File: src/petc_pkg.sv
// Shared types and constants of the periodic expiry catch-up timer.
// No dependencies; used by every module of the timer.
package petc_pkg;

    // Time values in ns and stored expiry values
    localparam int TW = 63;
    localparam int EW = 64;
    localparam int OPW = 8;
    localparam int CPUW = 6;
    localparam int CNTW = 16;
    localparam int CFGW = 2;

    localparam logic [OPW-1:0]  OPCODE_PROFILE = 8'd46;
    localparam logic [TW-1:0]   LAG_LIMIT_NS   = 63'd2000000000;
    localparam logic [CNTW-1:0] COUNT_MAX      = 16'hFFFF;
    localparam logic [TW-1:0]   INTERVAL_RST   = 63'd1000000;

    typedef enum logic [CFGW-1:0] {
        CFG_INTERVAL = 2'd0,
        CFG_START    = 2'd1,
        CFG_SAMPLE   = 2'd2,
        CFG_PERCPU   = 2'd3
    } t_cfg_idx;

    typedef enum logic {
        CMD_SAMPLE = 1'b0,
        CMD_START  = 1'b1
    } t_command;

    typedef enum logic {
        DIV_NOW  = 1'b0,
        DIV_DIFF = 1'b1
    } t_div_src;

    // Outcome of one event, selects what goes to the output register
    typedef enum logic [1:0] {
        RES_DROP = 2'd0,
        RES_ACK  = 2'd1,
        RES_ONE  = 2'd2,
        RES_FIRE = 2'd3
    } t_res;

    typedef struct packed {
        logic     load;
        logic     div_start;
        t_div_src div_src;
        logic     arm;
        logic     arm_from_div;
        logic     upd_entry;
        logic     out_load;
        t_res     res;
    } t_cmd;

    typedef struct packed {
        logic op_match;
        logic is_start;
        logic st_zero;
        logic armed;
        logic slot_ok;
        logic sample_mode;
        logic late;
        logic div_done;
    } t_stat;

endpackage

File: src/petc_ctrl.sv
// Sequencing state machine of the expiry timer: handshakes and datapath commands.
// Depends on petc_pkg for the command and status structs.
module petc_ctrl (
    input  logic             i_clk,
    input  logic             i_rst_n,
    input  logic             i_in_valid,
    output logic             o_in_ready,
    output logic             o_out_valid,
    input  logic             i_out_ready,
    input  petc_pkg::t_stat  i_stat,
    output petc_pkg::t_cmd   o_cmd
);

    typedef enum logic [5:0] {
        S_IDLE     = 6'b000001,
        S_DECODE   = 6'b000010,
        S_READ     = 6'b000100,
        S_DIV_ARM  = 6'b001000,
        S_DIV_FIRE = 6'b010000,
        S_DONE     = 6'b100000
    } t_state;

    t_state         r_state, n_state;
    petc_pkg::t_res r_res, n_res;
    logic           r_out_valid, n_out_valid;

    always_comb begin
        n_state     = r_state;
        n_res       = r_res;
        n_out_valid = r_out_valid;
        o_cmd       = '0;
        o_cmd.res   = r_res;

        if (r_out_valid && i_out_ready) begin
            n_out_valid = 1'b0;
        end

        case (r_state)
            S_IDLE: begin
                if (i_in_valid) begin
                    o_cmd.load = 1'b1;
                    n_state    = S_DECODE;
                end
            end
            S_DECODE: begin
                if (!i_stat.op_match) begin
                    n_res   = petc_pkg::RES_DROP;
                    n_state = S_DONE;
                end else if (i_stat.is_start) begin
                    if (i_stat.st_zero) begin
                        o_cmd.div_start = 1'b1;
                        o_cmd.div_src   = petc_pkg::DIV_NOW;
                        n_state         = S_DIV_ARM;
                    end else begin
                        o_cmd.arm = 1'b1;
                        n_res     = petc_pkg::RES_ACK;
                        n_state   = S_DONE;
                    end
                end else if (!i_stat.armed || !i_stat.slot_ok) begin
                    n_res   = petc_pkg::RES_DROP;
                    n_state = S_DONE;
                end else if (i_stat.sample_mode) begin
                    n_res   = petc_pkg::RES_ONE;
                    n_state = S_DONE;
                end else begin
                    n_state = S_READ;
                end
            end
            S_READ: begin
                // expiry still ahead of now: no firing
                if (!i_stat.late) begin
                    n_res   = petc_pkg::RES_ACK;
                    n_state = S_DONE;
                end else begin
                    o_cmd.div_start = 1'b1;
                    o_cmd.div_src   = petc_pkg::DIV_DIFF;
                    n_state         = S_DIV_FIRE;
                end
            end
            S_DIV_ARM: begin
                if (i_stat.div_done) begin
                    o_cmd.arm          = 1'b1;
                    o_cmd.arm_from_div = 1'b1;
                    n_res              = petc_pkg::RES_ACK;
                    n_state            = S_DONE;
                end
            end
            S_DIV_FIRE: begin
                if (i_stat.div_done) begin
                    o_cmd.upd_entry = 1'b1;
                    n_res           = petc_pkg::RES_FIRE;
                    n_state         = S_DONE;
                end
            end
            S_DONE: begin
                // hold the result until the output register is free
                if (!r_out_valid || i_out_ready) begin
                    o_cmd.out_load = 1'b1;
                    n_out_valid    = 1'b1;
                    n_state        = S_IDLE;
                end
            end
            default: begin
                n_state = S_IDLE;
            end
        endcase
    end

    always_ff @(posedge i_clk) begin
        if (!i_rst_n) begin
            r_state     <= S_IDLE;
            r_res       <= petc_pkg::RES_DROP;
            r_out_valid <= 1'b0;
        end else begin
            r_state     <= n_state;
            r_res       <= n_res;
            r_out_valid <= n_out_valid;
        end
    end

    assign o_in_ready  = (r_state == S_IDLE);
    assign o_out_valid = r_out_valid;

endmodule

File: config.mk
export PLATFORM = sky130hd
export DESIGN_NAME = petc_ctrl
export DESIGN_NICKNAME = d
export VERILOG_FILES = /design/src/petc_pkg.sv /design/src/petc_ctrl.sv
export SDC_FILE = /design/constraint.sdc
export NUM_CORES = 1
export LEC_CHECK = 0
export BUFFER_PORTS_ARGS = -buffer_cell sky130_fd_sc_hd__clkbuf_2
export CORE_AREA = 4 4 41 43
export DETAILED_ROUTE_END_ITERATION = 7
export DIE_AREA = 0 0 45 47
export GPL_TIMING_DRIVEN = 0
export HOLD_SLACK_MARGIN = 0.02
export PLACE_DENSITY_LB_ADDON = 0.15
export SLEW_MARGIN = 15
export SYNTH_ARGS = -nofsm -noshare
export SYNTH_HDL_FRONTEND = slang
export SYNTH_SLANG_ARGS = --single-unit
export TNS_END_PERCENT = 30
File: constraint.sdc
create_clock -name i_clk -period 3 [get_ports i_clk]
set_input_delay 0.6 -clock i_clk [delete_from_list [all_inputs] [get_ports i_clk]]
set_output_delay 0.6 -clock i_clk [all_outputs]
set_load 0.01 [all_outputs]
==> impl_metrics.csv, run 1 <==
group,metric,value,unit
global_routing,grt-busiest-layer,"met2",
pwr,peakVddDrop,0.2801,mV
global_routing,use_met2,0.2627,
die,dieWidth,45,um
cells_and_area,fin_nets,105,
placed_design,dp_cells,103,
die,placeableCoreArea,1301,um^2
yosys,muxShareOfSynthArea,0,
flow_run,drv_cap,0,
clock_tree,cts_resized,0,
pwr,combPwrFrac,0.290,
worst_setup_path,cp_max_fo,9,
route,dr_total_vias,598,
route,drt_wl_total,1395,um
die,dieHeight,47,um
clock_tree,cts_buffers,3,
route,drc,0,
placed_design,place_congestion,0.7317,
clock_tree,cts_root_buf,"clkbuf_4",
global_routing,grt_max_degree,10,
global_routing,grt_pass1_wl,2359,um
cells_and_area,antenna_cells,0,
sta,period_share,0.8635,
sta,finalSetupViolations,0,
yosys,syn_nets,78,
sta,rsz0062_at_grt,"false",
yosys,synth_xor_area_frac,0.01545,
clock_tree,cts_num_sinks,9,
global_routing,grt_use_met3,0.03448,
yosys,synth.distinct_cells,32,
cells_and_area,n_fill_cell,136,
global_routing,grt_usage,0.1570,
yosys,syn_inst,66,
yosys,async_reset_ff_frac,0,
clock_tree,cts_setup_buffers,0,
yosys,ys_ff_latch,9,
pwr,swShare,0.3068,
worst_setup_path,cp-start-kind,"flip-flop",
global_routing,use_met1,0.1862,
cells_and_area,final_cells,107,
pwr,p_int,0.0002267,W
route,drtIter0Drc,8,
worst_setup_path,critical_path_class,"flip-flop to primary output",
die,io_pins,23,
clock_tree,cts_tree,"yes",
worst_setup_path,end_kind,"primary output",
yosys,synth.avg_cell_area,8.588,um^2
sta,slew-limit-headroom,0.6951,
route,wl_per_cell,13.04,um
yosys,ys_seq_area_frac,0.3179,
clock_tree,clk-insertion-delay-late,0.26,ns
yosys,synth_compound_area_frac,0.1876,
worst_setup_path,worstPathRequired,2.40,ns
pwr,power.leakage,0.3327,nW
yosys,synth_top_family_by_area,"simple AND/OR/NAND/NOR gates",
cells_and_area,regArea,180.2,um^2
yosys,synth_area,566.8,um^2
route,final_antenna_net_count,0,
min_path,hp-class,"flip-flop to flip-flop",
yosys,yosys.area_share.adder,0,
global_routing,grt_pass1_vias,557,
clock_tree,clk_pin_slew,0.06,ns
pwr,seq_power_share,0.429,
yosys,synth_flop_cell,"dfxtp_1",
cells_and_area,drive_above_1_share,0.4022,
sta,clock_skew,0.006947,ns
route,vias_per_cell,5.589,
sta,finalSetupTns,0,ns
cells_and_area,multi_input_area,355.3,um^2
sta,slew_violations,0,
yosys,synth_edf_count,0,
placed_design,portBuffers,22,
route,firstDrtPassIters,4,
sta,hold_viol_final,0,
pwr,p_switching,0.0001003,W
pwr,power_density,453.1,nW/um^2
yosys,yosys_warnings,0,
clock_tree,htreeDepth,1,
cells_and_area,area_growth_syn_to_layout,27.37,%
global_routing,antenna_found_initial,0,
global_routing,grt_overflow,0,
outcome,status,"finished clean",
die,die_area,2115,um^2
pwr,clkPwrFrac,0.281,
placed_design,hpwl,1131,um
clock_tree,ctsHoldBuffers,0,
die,fp-row-count,13,
clock_tree,cts_max_path_buffers,2,
sta,period_needed,2.590,ns
die,initial_utilization,0.4356,
sta,fmax,386.0,MHz
yosys,yosys.area_share.simple,0.4238,
worst_setup_path,cp.arrival,1.99,ns
sta,tightestPinTransition,0.4532,ns
## registers in the layout, summed over array words and instances (netlist names)
register and cells:
r_res 2, r_state 6, o_out_valid 1
## worst paths after layout
kind	start	to	slack, ns	depth (start not counted)
hold / removal	r_res[0]$_SDFFE_PN0P_	r_res[0]$_SDFFE_PN0P_	0.47	1
setup / recovery	r_state[3]$_SDFFE_PN0P_	o_cmd[8]	0.41	6
setup reg to reg	r_state[2]$_SDFFE_PN0P_	r_state[5]$_SDFFE_PN0P_	1.10	5
hold reg to reg	r_res[0]$_SDFFE_PN0P_	r_res[0]$_SDFFE_PN0P_	0.47	1
## layout by cell type (no fill, tap or decap), types with 2 or more instances in the layout
cell type	count
nand2b_1	3
nor2_1	5
and2_1	3
clkbuf_4	3
or4_1	2
inv_1	4
nor3_1	2
o21a_1	2
clkbuf_2	22
a21oi_1	6
nand2_1	4
dfxtp_1	9
nor4_1	5
## routing by layer
| metal | up-vias | part of all wire |
|---|---|---|
| li1 | 299 | - |
| met1 | 283 | 0.45 |
| met2 | 14 | 0.50 |
| met3 | 2 | 0.042 |
| met4 | 0 | 0.0072 |
| met5 | - | 0 |
## power groups by stage
stage | combinational [W] | clock, W | sequential (W)
global route | 0.000106 | 0.000100 | 0.000142
detailed placement | 0.0000952 | 0 | 0.000143
CTS | 0.0000957 | 0.0000954 | 0.000140
global placement | 0.0000930 | 0 | 0.000142
floorplan | 0.0000640 | 0 | 0.000142
finish | 0.0000948 | 0.0000918 | 0.000140
## stage by stage
| step | area, um^2 | hold slack, ns | power (W) | utilization | worst slack [ns] |
|---|---|---|---|---|---|
| after floorplan | 566.8 | 0.5091 | 0.0002061 | - | 0.7669 |
| after global placement | 695.7 | 0.4474 | 0.0002354 | 0.5346 | 0.7134 |
| after detailed placement | 695.7 | 0.4572 | 0.0002379 | 0.5346 | 0.6958 |
| after CTS | 721.9 | 0.4712 | 0.0003311 | 0.5548 | 0.4040 |
| after global routing | 721.9 | 0.5056 | 0.0003481 | 0.5548 | 0.3255 |
| final | 721.9 | 0.4682 | 0.0003271 | 0.5548 | 0.4095 |
## logic make-up (layout without fill, tap and decap cells)
logic type | after synthesis | in the layout
flops | 9 | 9
xor+xnor | 1 | 1
simple gates | 35 | 35
buf+inv | 6 | 32
compound gates | 15 | 15
## final cells by class
class,instances,area share
clock buffers,4,0.03640
plain buffers,2,0.02253
flip-flops and latches,9,0.2496
well taps,15,0.02600
repair buffers,22,0.1525
multi-input cells,51,0.4922
inverters,4,0.02080
## worst max-delay path, stage by stage (launching register included)
cell and delay (ns):
dfxtp_1 0.31, buf_6 0.13, or4_4 0.52, or3b_4 0.42
inv_1 0.09, and2_1 0.13, clkbuf_2 0.13
## synthesized netlist by cell type (2+ instances only)
cell | count | area (um^2)
nand2_1 | 4 | 15.01
dfxtp_1 | 9 | 180.2
nor3_1 | 2 | 10.01
or4_1 | 2 | 15.01
o21a_1 | 2 | 15.01
and2_1 | 3 | 18.77
nor2_1 | 5 | 18.77
nand2b_1 | 3 | 18.77
a21oi_1 | 6 | 30.03
nor4_1 | 5 | 31.28
inv_1 | 4 | 15.01
Note: power is estimated with default switching activity, not from simulation.
==> run 2: changes to the inputs <==
--- a/config.mk
+++ b/config.mk
@@ -5,12 +5,13 @@
 export SDC_FILE = /design/constraint.sdc
 export NUM_CORES = 1
 export LEC_CHECK = 0
+export ABC_AREA = 1
 export BUFFER_PORTS_ARGS = -buffer_cell sky130_fd_sc_hd__clkbuf_2
 export CORE_AREA = 4 4 41 43
 export DETAILED_ROUTE_END_ITERATION = 7
 export DIE_AREA = 0 0 45 47
 export GPL_TIMING_DRIVEN = 0
-export HOLD_SLACK_MARGIN = 0.02
+export HOLD_SLACK_MARGIN = 0.03
 export PLACE_DENSITY_LB_ADDON = 0.15
 export SLEW_MARGIN = 15
 export SYNTH_ARGS = -nofsm -noshare
==> impl_metrics.csv, run 2 <==
group,metric,value,unit
cells_and_area,stdcell_area,780.7,um^2
clock_tree,cts_buffers,3,
sta,period_share,0.7304,
min_path,hp-class,"flip-flop to flip-flop",
placed_design,hpwl,1145,um
outcome,status,"finished clean",
yosys,synth.avg_cell_area,6.585,um^2
cells_and_area,drive_above_1_share,0.3554,
pwr,power_density,435.7,nW/um^2
cells_and_area,largest_register_ffs,6,
die,fp-row-count,13,
global_routing,grt_pass1_vias,605,
route,drc,0,
yosys,yosys_warnings,0,
die,dieHeight,47,um
worst_setup_path,reg2reg_slack,1.64,ns
pwr,power.leakage,0.4228,nW
die,placeableCoreArea,1301,um^2
worst_setup_path,cp-start-kind,"flip-flop",
yosys,ys_ff_latch,9,
yosys,ys_seq_area_frac,0.2880,
min_path,holdCritStartpoint,"r_res[1]$_SDFFE_PN0P_",
yosys,synth.most_common_cell,"nand2_1",
yosys,syn_inst,95,
cells_and_area,antenna_cells,0,
placed_design,place_area,754.5,um^2
die,die_area,2115,um^2
sta,finalSetupViolations,0,
sta,hold_viol_final,0,
yosys,async_reset_ff_frac,0,
route,dr_total_vias,642,
yosys,ys_top_cells_by_count,"nand2_1 (17), inv_1 (16), nor2_1 (14)",
min_path,hold_end,"r_res[1]$_SDFFE_PN0P_",
yosys,synth_top_area_share,0.2880,
worst_setup_path,end_kind,"primary output",
yosys,synth.distinct_cells,18,
flow_run,drv_cap,0,
global_routing,antenna_found_initial,0,
yosys,syn_nets,107,
clock_tree,clk-insertion-delay-late,0.27,ns
sta,fmax,456.4,MHz
worst_setup_path,cp_max_fo,5,
sta,rsz0062_at_grt,"false",
sta,finalSetupTns,0,ns
clock_tree,ctsHoldBuffers,0,
min_path,whs_path_depth,2,
yosys,synth_area,625.6,um^2
worst_setup_path,r2r_start,"r_state[2]$_SDFFE_PN0P_",
clock_tree,htreeDepth,1,
placed_design,portBuffers,22,
worst_setup_path,r2r_end,"r_res[1]$_SDFFE_PN0P_",
cells_and_area,final_common_cell,"clkbuf_2",
yosys,yosysTopAreaCell,"dfxtp_1",
sta,slew-limit-headroom,0.8220,
clock_tree,cts_root_buf,"clkbuf_4",
clock_tree,clk_pin_slew,0.06,ns
cells_and_area,area_growth_syn_to_layout,24.80,%
global_routing,grt_usage,0.1626,
clock_tree,cts_max_path_buffers,2,
route,final_antenna_net_count,0,
worst_setup_path,ff2ff_path_depth,8,
clock_tree,cts_setup_buffers,0,
global_routing,grt_pass1_wl,2387,um
die,io_pins,23,
yosys,synth_edf_count,0,
clock_tree,cts_num_sinks,9,
worst_setup_path,critical_path_class,"flip-flop to primary output",
placed_design,place_congestion,0.7727,
sta,slew_violations,0,
sta,clock_skew,0.003471,ns
pwr,peakVddDrop,0.3245,mV
route,wl_per_cell,10.26,um
cells_and_area,final_cell_mix,"clkbuf_2 (22), nand2_1 (17), inv_1 (16)",
cells_and_area,regMostFlops,"r_state",
cells_and_area,fin_nets,134,
route,firstDrtPassIters,4,
route,vias_per_cell,4.721,
route,drtIter0Drc,15,
global_routing,grt_overflow,0,
sta,tightestPinTransition,0.2662,ns
global_routing,grt_max_degree,7,
worst_setup_path,worstPathRequired,2.40,ns
die,initial_utilization,0.4808,
die,dieWidth,45,um
clock_tree,cts_tree,"yes",
yosys,synth_flop_cell,"dfxtp_1",
clock_tree,cts_resized,0,
yosys,synth_area_leaders,"dfxtp_1 (29%), nand2_1 (10%), inv_1 (9.6%)",
worst_setup_path,cp.arrival,1.59,ns
sta,period_needed,2.191,ns
route,drt_wl_total,1396,um
## run 2: cell types whose count changed after synthesis, moves of 3 or more
cell	before	now
nor4_1	5	1
nand3_1	0	7
nor2_1	5	14
and2_1	3	0
nor2_2	0	6
nand2_1	4	17
nand2_2	0	4
inv_1	4	16
nand2b_1	3	0
## run 2: layout make-up
cell class | count | area (um^2)
Clock buffer | 4 | 26.28
Fill cell | 131 | 520.5
Inverter | 16 | 60.06
Multi-Input combinational cell | 70 | 385.4
Sequential cell | 9 | 180.2
Tap cell | 15 | 18.77
Timing Repair Buffer | 22 | 110.1
## run 2: logic make-up after synthesis
kind of cell	share of synthesized area
simple gates	0.5380
buf+inv	0.09600
flops	0.2880
compound gates	0.07799
## run 2: power by group
| part | internal (W) | switching, W |
|---|---|---|
| combinational | 0.0000405 | 0.0000612 |
| clock | 0.0000515 | 0.0000463 |
| sequential | 0.000129 | 0.0000114 |
## run 2: how the worst max path moves through the flow
stage / from / cells past startpoint / slack, ns / end
floorplan: i_in_valid / 2 / 1.35 / o_cmd[8]
global placement: r_state[2]$_SDFFE_PN0P_ / 6 / 1.14 / o_cmd[7]
detailed placement: r_state[2]$_SDFFE_PN0P_ / 6 / 1.10 / o_cmd[7]
CTS: r_state[2]$_SDFFE_PN0P_ / 6 / 0.80 / o_cmd[7]
global route: r_state[2]$_SDFFE_PN0P_ / 6 / 0.71 / o_cmd[7]
finish: r_state[2]$_SDFFE_PN0P_ / 6 / 0.81 / o_cmd[7]
## run 2: metal layers
metal	wire length, um	track usage	part of all wire	vias up
met5	0	0	0	-
met4	27	0.1287	0.019	0
met3	94	0.06130	0.067	4
met2	645	0.2571	0.46	16
met1	628	0.1747	0.45	268
li1	-	-	-	354
## run 2: critical path, stage by stage (launching register included)
cell and delay (ns):
dfxtp_1 0.33, nor2_2 0.20, nand2_2 0.13, nor3_4 0.24, nand4_1 0.19, nand2_1 0.10, clkbuf_2 0.13
## run 2: through the flow
| stage | utilization | hold WS, ns | setup slack, ns | power [W] | cells |
|---|---|---|---|---|---|
| after CTS | 0.6000 | 0.4872 | 0.7989 | 0.0003451 | 136 |
| after global placement | 0.5798 | 0.4668 | 1.138 | 0.0002431 | 132 |
| after detailed placement | 0.5798 | 0.4718 | 1.103 | 0.0002454 | 132 |
| after global routing | 0.6000 | 0.5213 | 0.7091 | 0.0003645 | 136 |
| after floorplan | - | 0.4635 | 1.354 | 0.0002142 | 95 |
| final | 0.6000 | 0.4855 | 0.8089 | 0.0003402 | 136 |
==> run 3: changes to the inputs <==
--- a/config.mk
+++ b/config.mk
@@ -7,9 +7,9 @@
 export LEC_CHECK = 0
 export ABC_AREA = 1
 export BUFFER_PORTS_ARGS = -buffer_cell sky130_fd_sc_hd__clkbuf_2
-export CORE_AREA = 4 4 41 43
+export CORE_MARGIN = 4
+export CORE_UTILIZATION = 46
 export DETAILED_ROUTE_END_ITERATION = 7
-export DIE_AREA = 0 0 45 47
 export GPL_TIMING_DRIVEN = 0
 export HOLD_SLACK_MARGIN = 0.03
 export PLACE_DENSITY_LB_ADDON = 0.15
==> constraint.sdc (replaced) <==
create_clock -name i_clk -period 2.08 [get_ports i_clk]
set_input_delay 0.416 -clock i_clk [delete_from_list [all_inputs] [get_ports i_clk]]
set_output_delay 0.416 -clock i_clk [all_outputs]
set_load 0.01 [all_outputs]
==> impl_metrics.csv, run 3 (synthesis gave the netlist of run 2 again) <==
group,metric,value,unit
outcome,status,"finished clean",
min_path,hp-class,"input pin to flip-flop",
clock_tree,cts_root_buf,"clkbuf_4",
die,dieWidth,44.88,um
global_routing,grt_overflow,0,
placed_design,place_congestion,0.7843,
die,die_area,2014,um^2
route,wl_met1,651,um
global_routing,grt_pass1_vias,610,
route,routed.top_layer,"met4",
global_routing,grt_usage,0.1635,
worst_setup_path,critical_path_class,"flip-flop to primary output",
sta,finalSetupTns,0,ns
clock_tree,cts_buffers,3,
cells_and_area,regMostFlops,"r_state",
worst_setup_path,cp_max_fo,5,
pwr,peakVddDrop,0.4147,mV
sta,finalSetupViolations,0,
die,io_pins,23,
sta,rsz0062_at_grt,"false",
clock_tree,cts_setup_buffers,0,
clock_tree,ctsHoldBuffers,0,
placed_design,place_area,754.5,um^2
cells_and_area,stdcell_area,780.7,um^2
sta,clock_skew,0.004074,ns
route,vias_per_cell,4.860,
die,initial_utilization,0.4869,
sta,fmax,506.4,MHz
route,wl_per_cell,9.993,um
route,wl_met2,613,um
sta,period_needed,1.975,ns
route,drtIter0Drc,5,
route,dr_total_vias,661,
route,firstDrtPassIters,4,
cells_and_area,fin_nets,134,
sta,hold_viol_final,0,
route,drt_wl_total,1359,um
worst_setup_path,end_kind,"primary output",
worst_setup_path,cp-start-kind,"flip-flop",
worst_setup_path,path_cells,"nor2_2 -> nand2_2 -> nor3_4 -> nand4_1 -> nand2_1 -> clkbuf_2",
min_path,holdCritStartpoint,"i_rst_n",
sta,slew_violations,0,
sta,period_share,0.9493,
clock_tree,cts_num_sinks,9,
worst_setup_path,crit_buf_inv,1,
worst_setup_path,critPathMaxStageDelay,0.34,ns
worst_setup_path,cpLargestDelayFamily,"simple AND/OR/NAND/NOR gates",
worst_setup_path,reg2reg_slack,0.72,ns
sta,slew-limit-headroom,0.8304,
die,dieHeight,44.88,um
cells_and_area,final_common_cell,"clkbuf_2",
die,placeableCoreArea,1285,um^2
route,met3WireLength,86,um
clock_tree,cts_max_path_buffers,2,
route,drc,0,
route,final_antenna_net_count,0,
worst_setup_path,cp.arrival,1.56,ns
cells_and_area,drive_above_1_share,0.3554,
pwr,power_density,624.2,nW/um^2
cells_and_area,largest_register_ffs,6,
worst_setup_path,worst_path_max_delay_cell,"dfxtp_1",
clock_tree,htreeDepth,1,
worst_setup_path,critPathLaunch,"r_state[2]$_SDFFE_PN0P_",
clock_tree,cts_resized,0,
sta,tightestPinTransition,0.2536,ns
worst_setup_path,r2r_start,"r_state[2]$_SDFFE_PN0P_",
global_routing,grt_max_degree,7,
cells_and_area,final_cell_mix,"clkbuf_2 (22), nand2_1 (17), inv_1 (16)",
global_routing,antenna_found_initial,0,
global_routing,grt_pass1_wl,2449,um
flow_run,drv_cap,0,
worst_setup_path,worstPathRequired,1.66,ns
clock_tree,clk_pin_slew,0.07,ns
cells_and_area,antenna_cells,0,
clock_tree,clk-insertion-delay-late,0.26,ns
pwr,power.leakage,0.4228,nW
placed_design,hpwl,1117,um
placed_design,portBuffers,22,
clock_tree,cts_tree,"yes",
cells_and_area,area_growth_syn_to_layout,24.80,%
die,fp-row-count,13,
==> run 3: cell counts in the layout (fill, tap and decap cells not counted) <==
No cell type changed its count.
==> run 3: cell type report <==
| type | instances | area [um^2] |
|---|---|---|
| flip-flops and latches | 9 | 180.2 |
| repair buffers | 22 | 110.1 |
| clock buffers | 4 | 26.28 |
| inverters | 16 | 60.06 |
| well taps | 15 | 18.77 |
| fillers | 139 | 504.2 |
| multi-input cells | 70 | 385.4 |
==> run 3: worst paths after layout <==
check / end / cells after the start
hold reg to reg: r_res[0]$_SDFFE_PN0P_ / 2
hold / removal: r_state[0]$_SDFFE_PN1P_ / 2
setup / recovery: o_cmd[7] / 6
setup reg to reg: r_res[0]$_SDFFE_PN0P_ / 8
==> run 3: layer usage <==
metal	vias to the layer above	track usage
met5	-	0
met4	0	0.05848
met3	2	0.03586
met2	15	0.2579
met1	290	0.2190
li1	354	-
==> run 3: metrics by stage <==
stage | utilization | setup slack (ns) | hold WS, ns | std cells | power, W
6_report | 0.6076 | 0.1055 | 0.3873 | 136 | 0.0004873
5_1_grt | 0.6076 | 0.003163 | 0.4105 | 136 | 0.0005220
3_3_place_gp | 0.5871 | 0.3993 | 0.4673 | 132 | 0.0003503
2_1_floorplan | - | 0.6370 | 0.4635 | 95 | 0.0003089
3_5_place_dp | 0.5871 | 0.3892 | 0.4750 | 132 | 0.0003529
4_1_cts | 0.6076 | 0.09116 | 0.3838 | 136 | 0.0004931
==> run 3: power breakdown <==
group	switching (W)	internal, W	leakage (nW)
Clock	0.0000657	0.0000740	0.0150
Sequential	0.0000164	0.000186	0.0732
Combinational	0.0000866	0.0000585	0.335
